$ cat config.mk
export PLATFORM = sky130hd
export DESIGN_NAME = checked_frame_deframer
export DESIGN_NICKNAME = d
export VERILOG_FILES = /design/src/design/cfd_pkg.sv /design/src/design/cfd_ctx_mem.sv /design/src/design/cfd_step.sv /design/src/design/checked_frame_deframer.sv
export VERILOG_INCLUDE_DIRS = /design/src /design/src/design
export SDC_FILE = /design/constraint.sdc
export NUM_CORES = 1
export LEC_CHECK = 0
export ABC_AREA = 1
export BUFFER_PORTS_ARGS = -buffer_cell sky130_fd_sc_hd__clkbuf_2
export CORE_MARGIN = 2
export CORE_UTILIZATION = 45
export DETAILED_ROUTE_END_ITERATION = 10
export GPL_TIMING_DRIVEN = 0
export PLACE_DENSITY = 0.62
export SETUP_SLACK_MARGIN = 0.4
export SYNTH_ARGS = -nofsm -noshare
export SYNTH_HDL_FRONTEND = slang
export SYNTH_HIERARCHICAL = 1
export SYNTH_SLANG_ARGS = --single-unit
$ cat constraint.sdc
create_clock -name clk -period 6.28 [get_ports clk]
set_input_delay 1.256 -clock clk [delete_from_list [all_inputs] [get_ports clk]]
set_output_delay 1.256 -clock clk [all_outputs]
set_load 0.01 [all_outputs]
$ cat src/design/checked_frame_deframer_defines.svh
// ----------------------------------------------------------------------------
// Checked frame deframer assertion macros
// Assertion wrappers shared by the deframer modules. They compile to nothing
// when SYNTHESIS is defined.
// ----------------------------------------------------------------------------
`ifndef CHECKED_FRAME_DEFRAMER_DEFINES_SVH
`define CHECKED_FRAME_DEFRAMER_DEFINES_SVH

`ifndef SYNTHESIS
// Checked at every rising clock edge while reset is released.
`define CFD_ASSERT(lbl, clk, rst_n, prop, msg) \
    lbl: assert property (@(posedge clk) disable iff (!rst_n) prop) else $error(msg);
// Checked at every rising clock edge, reset included.
`define CFD_ASSERT_ALWAYS(lbl, clk, prop, msg) \
    lbl: assert property (@(posedge clk) prop) else $error(msg);
`else
`define CFD_ASSERT(lbl, clk, rst_n, prop, msg)
`define CFD_ASSERT_ALWAYS(lbl, clk, prop, msg)
`endif

`endif

$ cat src/design/cfd_pkg.sv
// ----------------------------------------------------------------------------
// Checked frame deframer package
// Payload types, per-channel context layout, phase and result kind codes.
// ----------------------------------------------------------------------------
package cfd_pkg;

    localparam logic [7:0]  START_BYTE    = 8'hF3;
    localparam logic [7:0]  END_BYTE      = 8'hF4;
    localparam logic [15:0] MAX_LEN_RESET = 16'(256 + 128);

    // Per-channel parser phase.
    localparam logic [2:0] PH_HUNT = 3'd0;
    localparam logic [2:0] PH_HCHK = 3'd1;
    localparam logic [2:0] PH_LEN1 = 3'd2;
    localparam logic [2:0] PH_LEN2 = 3'd3;
    localparam logic [2:0] PH_DATA = 3'd4;
    localparam logic [2:0] PH_SUM  = 3'd5;
    localparam logic [2:0] PH_END  = 3'd6;

    // Result kinds.
    localparam logic [2:0] K_ID       = 3'd0;
    localparam logic [2:0] K_PAYLOAD  = 3'd1;
    localparam logic [2:0] K_GOOD     = 3'd2;
    localparam logic [2:0] K_BAD_HCHK = 3'd3;
    localparam logic [2:0] K_BAD_LEN  = 3'd4;
    localparam logic [2:0] K_BAD_SUM  = 3'd5;
    localparam logic [2:0] K_BAD_END  = 3'd6;

    typedef struct packed {
        logic [1:0] channel;
        logic [7:0] data_byte;
    } cfd_in_t;

    typedef struct packed {
        logic [1:0]  out_channel;
        logic [2:0]  kind;
        logic [7:0]  value;
        logic [15:0] item_index;
    } cfd_out_t;

    typedef struct packed {
        logic [2:0]  phase;
        logic [7:0]  received_header_check;
        logic [7:0]  computed_header_check;
        logic [15:0] frame_length;
        logic [15:0] bytes_received;
        logic [7:0]  running_sum;
    } cfd_ctx_t;

    typedef struct packed {
        logic     emit;
        cfd_out_t item;
    } cfd_step_out_t;

endpackage

$ cat src/design/cfd_ctx_mem.sv
// ----------------------------------------------------------------------------
// Checked frame deframer context memory
// One context entry per channel, registered read, write-to-read
// forwarding, and per-entry valid bits so unwritten entries read as zero.
// ----------------------------------------------------------------------------
module cfd_ctx_mem #(
    parameter int DEPTH = 4
) (
    input  logic                                      clk,
    input  logic                                      rst_n,
    input  logic                                      rd_en,
    input  logic [((DEPTH > 1) ? $clog2(DEPTH) : 1)-1:0] rd_addr,
    output cfd_pkg::cfd_ctx_t                         rd_ctx,
    input  logic                                      wr_en,
    input  logic [((DEPTH > 1) ? $clog2(DEPTH) : 1)-1:0] wr_addr,
    input  cfd_pkg::cfd_ctx_t                         wr_ctx
);
    import cfd_pkg::*;

    cfd_ctx_t         mem [DEPTH];
    logic [DEPTH-1:0] valid_reg;
    cfd_ctx_t         rd_ctx_reg;

    always_ff @(posedge clk or negedge rst_n)
    begin
        if (!rst_n)
        begin
            valid_reg <= '0;
        end
        else if (wr_en)
        begin
            valid_reg[wr_addr] <= 1'b1;
        end
    end

    always_ff @(posedge clk)
    begin
        if (wr_en)
        begin
            mem[wr_addr] <= wr_ctx;
        end
    end

    // A read that meets a write to the same entry takes the new context.
    always_ff @(posedge clk)
    begin
        if (rd_en)
        begin
            if (wr_en && (wr_addr == rd_addr))
            begin
                rd_ctx_reg <= wr_ctx;
            end
            else if (valid_reg[rd_addr])
            begin
                rd_ctx_reg <= mem[rd_addr];
            end
            else
            begin
                rd_ctx_reg <= '0;
            end
        end
    end

    assign rd_ctx = rd_ctx_reg;

endmodule

$ cat src/design/cfd_step.sv
// ----------------------------------------------------------------------------
// Checked frame deframer step logic
// Advances one channel context by one received byte and forms the result.
// ----------------------------------------------------------------------------
module cfd_step (
    input  cfd_pkg::cfd_ctx_t      cur_ctx,
    input  cfd_pkg::cfd_in_t       in_item,
    input  logic [15:0]            max_frame_length,
    output cfd_pkg::cfd_ctx_t      nxt_ctx,
    output cfd_pkg::cfd_step_out_t step_out
);
    import cfd_pkg::*;

    logic [7:0]  b;
    logic [7:0]  chc_sum;
    logic [15:0] len_full;
    logic [15:0] cnt_inc;

    assign b        = in_item.data_byte;
    assign chc_sum  = cur_ctx.computed_header_check + b;
    assign len_full = {b, cur_ctx.frame_length[7:0]};
    assign cnt_inc  = cur_ctx.bytes_received + 16'd1;

    always_comb
    begin
        nxt_ctx                      = cur_ctx;
        step_out.emit                = 1'b0;
        step_out.item.out_channel    = in_item.channel;
        step_out.item.kind           = K_GOOD;
        step_out.item.value          = '0;
        step_out.item.item_index     = '0;

        case (cur_ctx.phase)
            PH_HCHK:
            begin
                nxt_ctx.received_header_check = b;
                nxt_ctx.phase                 = PH_LEN1;
            end
            PH_LEN1:
            begin
                nxt_ctx.computed_header_check = chc_sum;
                nxt_ctx.frame_length          = {8'h00, b};
                nxt_ctx.phase                 = PH_LEN2;
            end
            PH_LEN2:
            begin
                nxt_ctx.computed_header_check = chc_sum;
                nxt_ctx.frame_length          = len_full;
                if (cur_ctx.received_header_check != chc_sum)
                begin
                    nxt_ctx.phase      = PH_HUNT;
                    step_out.emit      = 1'b1;
                    step_out.item.kind = K_BAD_HCHK;
                end
                else if ((len_full == 16'd0) || (len_full > max_frame_length))
                begin
                    nxt_ctx.phase      = PH_HUNT;
                    step_out.emit      = 1'b1;
                    step_out.item.kind = K_BAD_LEN;
                end
                else
                begin
                    nxt_ctx.phase = PH_DATA;
                end
            end
            PH_DATA:
            begin
                nxt_ctx.running_sum    = cur_ctx.running_sum + b;
                nxt_ctx.bytes_received = cnt_inc;
                if (cnt_inc == cur_ctx.frame_length)
                begin
                    nxt_ctx.phase = PH_SUM;
                end
                step_out.emit            = 1'b1;
                step_out.item.kind       = (cur_ctx.bytes_received == 16'd0) ? K_ID : K_PAYLOAD;
                step_out.item.value      = b;
                step_out.item.item_index = cur_ctx.bytes_received;
            end
            PH_SUM:
            begin
                if (cur_ctx.running_sum != b)
                begin
                    nxt_ctx.phase      = PH_HUNT;
                    step_out.emit      = 1'b1;
                    step_out.item.kind = K_BAD_SUM;
                end
                else
                begin
                    nxt_ctx.phase = PH_END;
                end
            end
            PH_END:
            begin
                nxt_ctx.phase      = PH_HUNT;
                step_out.emit      = 1'b1;
                step_out.item.kind = (b == END_BYTE) ? K_GOOD : K_BAD_END;
            end
            default:
            begin
                // Hunting, and also any unused phase code.
                if (b == START_BYTE)
                begin
                    nxt_ctx                       = '0;
                    nxt_ctx.computed_header_check = START_BYTE;
                    nxt_ctx.phase                 = PH_HCHK;
                end
                else
                begin
                    nxt_ctx.phase = PH_HUNT;
                end
            end
        endcase
    end

endmodule

$ cat src/design/checked_frame_deframer.sv
// ----------------------------------------------------------------------------
// Checked frame deframer
// Bytes enter on byte_valid/byte_ready with their channel; results leave on
// result_valid/result_ready. Each channel keeps its own frame context in a
// small context memory, so bytes of different channels may interleave freely.
// An accepted byte reads its channel context (registered memory read), is
// processed in the next cycle and written back; its result is registered in
// the output register. A byte following on the same channel gets the updated
// context by forwarding, so one byte per cycle is sustained while results are
// taken. Bytes whose channel is CHANNELS or higher are dropped silently.
// Reset returns every channel to hunting and max_frame_length to 384.
// When the receiver stalls, one result waits in the output register; the
// byte behind it still completes if it produces no result, otherwise it
// holds and byte_ready falls until the output register drains.
// ----------------------------------------------------------------------------
module checked_frame_deframer #(
    parameter int CHANNELS = 4
) (
    input  logic               clk,
    input  logic               rst_n,
    input  logic               cfg_wr_en,
    input  logic [15:0]        cfg_wr_data,
    input  logic               byte_valid,
    output logic               byte_ready,
    input  cfd_pkg::cfd_in_t   byte_data,
    output logic               result_valid,
    input  logic               result_ready,
    output cfd_pkg::cfd_out_t  result_data
);
    import cfd_pkg::*;

`include "checked_frame_deframer_defines.svh"

    localparam int         ADDR_W = (CHANNELS > 1) ? $clog2(CHANNELS) : 1;
    localparam logic [4:0] CH_LIM = 5'(CHANNELS);

    logic [15:0]   max_len_reg;
    logic          s1_valid_reg;
    logic          s1_valid_next;
    cfd_in_t       s1_item_reg;
    logic          res_valid_reg;
    cfd_out_t      res_data_reg;

    logic          accept;
    logic          in_range;
    logic          s1_stall;
    logic          s1_fire;
    cfd_ctx_t      cur_ctx;
    cfd_ctx_t      nxt_ctx;
    cfd_step_out_t step_out;

    assign in_range   = ({3'b000, byte_data.channel} < CH_LIM);
    assign s1_stall   = s1_valid_reg && step_out.emit && res_valid_reg && !result_ready;
    assign s1_fire    = s1_valid_reg && !s1_stall;
    assign byte_ready = !s1_stall;
    assign accept     = byte_valid && byte_ready;

    always_comb
    begin
        if (accept)
        begin
            s1_valid_next = in_range;
        end
        else if (s1_fire)
        begin
            s1_valid_next = 1'b0;
        end
        else
        begin
            s1_valid_next = s1_valid_reg;
        end
    end

    cfd_ctx_mem #(
        .DEPTH (CHANNELS)
    ) u_ctx_mem (
        .clk     (clk),
        .rst_n   (rst_n),
        .rd_en   (accept && in_range),
        .rd_addr (ADDR_W'(byte_data.channel)),
        .rd_ctx  (cur_ctx),
        .wr_en   (s1_fire),
        .wr_addr (ADDR_W'(s1_item_reg.channel)),
        .wr_ctx  (nxt_ctx)
    );

    cfd_step u_step (
        .cur_ctx          (cur_ctx),
        .in_item          (s1_item_reg),
        .max_frame_length (max_len_reg),
        .nxt_ctx          (nxt_ctx),
        .step_out         (step_out)
    );

    always_ff @(posedge clk or negedge rst_n)
    begin
        if (!rst_n)
        begin
            max_len_reg   <= MAX_LEN_RESET;
            s1_valid_reg  <= 1'b0;
            res_valid_reg <= 1'b0;
        end
        else
        begin
            if (cfg_wr_en)
            begin
                max_len_reg <= cfg_wr_data;
            end
            s1_valid_reg <= s1_valid_next;
            if (s1_fire && step_out.emit)
            begin
                res_valid_reg <= 1'b1;
            end
            else if (result_ready)
            begin
                res_valid_reg <= 1'b0;
            end
        end
    end

    always_ff @(posedge clk)
    begin
        if (accept)
        begin
            s1_item_reg <= byte_data;
        end
        if (s1_fire && step_out.emit)
        begin
            res_data_reg <= step_out.item;
        end
    end

    assign result_valid = res_valid_reg;
    assign result_data  = res_data_reg;

    `CFD_ASSERT(a_stall_holds_item, clk, rst_n,
        s1_stall |=> (s1_valid_reg && $stable(s1_item_reg)),
        "stalled byte lost its place in the processing stage")
    `CFD_ASSERT(a_no_overwrite, clk, rst_n,
        (s1_fire && step_out.emit) |-> (!res_valid_reg || result_ready),
        "result written over one not yet taken")
    `CFD_ASSERT(a_accept_loads_stage, clk, rst_n,
        (accept && in_range) |=> s1_valid_reg,
        "accepted in-range byte did not enter the processing stage")
    `CFD_ASSERT(a_out_of_range_dropped, clk, rst_n,
        (accept && !in_range) |=> !s1_valid_reg,
        "byte of an absent channel entered the processing stage")

endmodule

==> results.txt <==
The flow ran to the end, and the final reports show no timing, DRC or antenna violations. Setup repair after global routing left no endpoint under its margin. TritonCTS built the clock tree.

The buffer count from post-CTS setup fixing is 0. The width of the chip is 203 um. The class of the most critical hold timing path is register to register. The register clock-pin slew on the reported worst setup and hold paths came out at 0.06 ns. Summing all multi-input logic gate instances after layout gives 0.00546 mm2. The number of levels the H-tree was split into came out at 2.

The total clock sinks is 356. The worst-case IR drop observed on VDD is 0.201 mV. The area fraction of the dominant cell type after synthesis is 56.3%.

The post-route netlist has 10.4% of its cells at a drive strength greater than 1. The remaining antenna violation count after routing came out at 0. For the worst-skew pair, the clock arrives at the later sink with an insertion delay of 0.56 ns.

The count of cell types in the netlist came out at 42. After synthesis, the most frequently instantiated cells are 569 x nand2_1, 360 x inv_1, 334 x edfxtp_1. The first-pass GRT wire length came out at 73.8 mm. The routed wire length came out at 48.4 mm.

For this run, the slowest stage of the critical path takes 0.67 ns. The final hold violation count is 0. Timing would allow up to 207 MHz. The start-to-end type of the worst setup path is register to register. The synthesized area per cell is 9.17 um2. The number of port buffers came out at 61.

The initial antenna violation count is 1. The leakage dissipation is 9.33 nW. The number of nets in the finished design came out at 2121. Across all register-to-register paths, the minimum setup slack is 1.45 ns. In the synthesized netlist the async set-or-reset flop fraction comes to 6.18%. The post-route fraction of the period consumed by the critical path came out at 76.9%. Across the whole layout, storage elements account for 0.0106 mm2.

Of the synthesized area, sequential elements account for 59.4%. The final sum of negative setup slack is 0 ns. The area growth from synthesis to layout is 14.3%. The number of hold buffers added after CTS is 0. The most repeated cell in the gate-level netlist after synthesis is nand2_1. The maximum buffer depth of the clock tree is 3. For this run the aggregate overflow at the end of global routing stands at 0. The average routed wire per standard cell is 18.6 um.

The biggest fanout along the worst timing path came out at 21. During I/O placement, the number of pins put on the boundary was 62. Together, buffers and inverters on the worst path number 2. The launching element type of the critical path is a register. In the routed design, unresolved DRC markers number 0. The data required time at the worst endpoint came out at 6.51 ns. The ratio of routed vias to standard cells is 5.20.

The CTS buffer count is 40. Walking the worst path, the cells encountered are ha_1 -> fa_1 -> xnor2_1 -> nand2_1 -> nor2_1 -> nand3_1 -> nor2_1 -> nand2_1 -> o21ai_0 -> nand2_1 -> nand2_1 -> nor2_1 -> nor2_1 -> nand2_1 -> nor2_4 -> buf_12 -> buf_12. The tree is rooted in a clkbuf_16. The final route contains 13600 vias. The number of pins with negative max-slew slack in the final report came out at 0.

Summed over all instances, the cell type with the most area after synthesis is edfxtp_1. The actual transition at the worst max-transition pin is 1.03 ns. STA classifies the critical path endpoint as a register. The post-synthesis instance area came out at 0.0178 mm2. The standard-cell row count came out at 72.

The number of fillers in the final layout is 3470. The area of the die came out at 0.0412 mm2. In the post-synthesis netlist, the biggest area contributors are edfxtp_1 56%, nand2_1 12%, nand3_1 8.5%. The core box area came out at 0.0388 mm2.

The iteration count of the initial detailed-routing pass is 6. Between clock sinks in the finished design, the worst skew comes to 0.0325 ns. The die is 203 um tall.

The max-cap violation count came out at 0. The cell family contributing the most delay on the critical path is simple AND/OR/NAND/NOR gates. The setup violation total in the final timing report came out at 0. In this run the tightest slew margin relative to its limit is 31.4%. The initial utilization of the core area, before any placement, comes to 45.9%. The most frequent cell on the critical path is nand2_1. The congestion estimate from routability-driven global placement came to 0.936. The number of DRC violations after detailed-routing iteration 0 is 1249. The number of global-route vias before repair is 13000.

The pin count of the biggest net entering global routing is 33. The count of yosys warnings during synthesis is 6. The number of standard cells after synthesis came out at 1942. The number of flip-flops under the largest register name came out at 236.

The post-cts sizing count came out at 0. The number of inserted diodes is 0. Counting flops and latches in the post-synthesis netlist gives 356.

The worst path needs 4.83 ns of the cycle, external delays included. After layout, the design draws a total of 0.00628 W. Summed over all nets, the half-perimeter wirelength after detailed placement is 33.9 mm. The number of flops mapped to enable cells by yosys came out at 334. The slowest stage of the critical path is the nor2_4 cell. Among all flip-flop cells after synthesis, the most frequent one is edfxtp_1.

The post-synth net total came out at 2007. The arrival time of the worst setup path is 5.06 ns. The power density over cell area came out at 308 mW/mm2. Global routing used 23.6% of the available tracks.
-- cells in the final DEF, fill, tap and decap left out, types with 7 or more instances in the layout --
| cell | netlist | final |
|---|---|---|
| clkbuf_2 | 0 | 61 |
| clkbuf_16 | 0 | 42 |
| nor2_1 | 78 | 73 |
| nand2_1 | 569 | 569 |
| buf_4 | 9 | 9 |
| a21oi_1 | 20 | 19 |
| buf_12 | 0 | 10 |
| xor2_1 | 7 | 7 |
| o21ai_0 | 51 | 51 |
| clkbuf_1 | 19 | 26 |
| nand4_1 | 14 | 14 |
| clkinv_2 | 0 | 8 |
| dfrtp_1 | 20 | 20 |
| nand3_1 | 302 | 302 |
| o22ai_1 | 25 | 25 |
| nor2_4 | 4 | 9 |
| inv_1 | 360 | 360 |
| ha_1 | 32 | 32 |
| edfxtp_1 | 334 | 334 |
| buf_2 | 38 | 38 |
| buf_6 | 7 | 7 |
| clkinv_1 | 0 | 8 |
-- tightest hold or removal path, stage by stage (launching register included) --
cell and delay (ns):
dfrtp_1 0.32, inv_1 0.05, o21ai_0 0.06
-- metal layers --
layer	global-route usage (%)	wire length (um)	up-vias
met4	8.60	1660	0
met1	32.0	20700	6376
met3	3.87	3610	92
met2	38.5	22400	555
met5	0	0	-
li1	-	-	6539
-- where the power goes --
group	internal [W]	switching, W
logic	0.000290	0.000681
clock network	0.00139	0.000948
registers	0.00287	0.000103
-- final timing paths --
check / start / to / cells past startpoint
setup / recovery: s1_item_reg[0]$_DFFE_PP_ / u_ctx_mem/mem[3][26]$_DFFE_PP_ / 17
hold / removal: u_ctx_mem/valid_reg[2]$_DFFE_PN0P_ / u_ctx_mem/valid_reg[2]$_DFFE_PN0P_ / 2
hold reg to reg: u_ctx_mem/valid_reg[2]$_DFFE_PN0P_ / u_ctx_mem/valid_reg[2]$_DFFE_PN0P_ / 2
min in group asynchronous: rst_n / max_len_reg[13]$_DFFE_PN0P_ / 1
setup reg to reg: s1_item_reg[0]$_DFFE_PP_ / u_ctx_mem/mem[3][26]$_DFFE_PP_ / 17
max in group asynchronous: rst_n / s1_valid_reg$_DFFE_PN0P_ / 1
-- final cells by class --
cell class,count,share of cell area [%]
multi-input combinational,1142,26.9
clock inverter,25,1.16
timing repair buffer,72,2.62
buffer,76,2.06
sequential,356,52.0
clock buffer,49,5.29
tap,518,3.19
inverter,368,6.81
-- stage by stage --
step           utilization (%)  hold slack, ns  setup slack (ns)  area, um2  std cells
6_report                  52.4           0.468              1.45      20300       2606
5_1_grt                   52.4           0.490              1.07      20300       2606
4_1_cts                   52.4           0.469              1.45      20300       2606
3_5_place_dp              49.0           0.454              1.49      19000       2532
2_1_floorplan                -           0.427             0.792      17800       1942
3_3_place_gp              48.3           0.444             -2.20      18800       2521
-- cells by family (layout without fill, tap and decap cells) --
| logic type | Yosys count | in the layout | share of synthesized area [%] |
|---|---|---|---|
| AND/OR/NAND/NOR | 983 | 983 | 23.5 |
| buffers and inverters | 444 | 590 | 10.1 |
| flip-flops | 356 | 356 | 59.4 |
| AO/OA/AOI/OAI | 112 | 112 | 3.66 |
| adder cells (fa/ha/maj) | 34 | 34 | 2.47 |
| XOR/XNOR | 13 | 13 | 0.822 |
(Power assumes the default switching activity.)
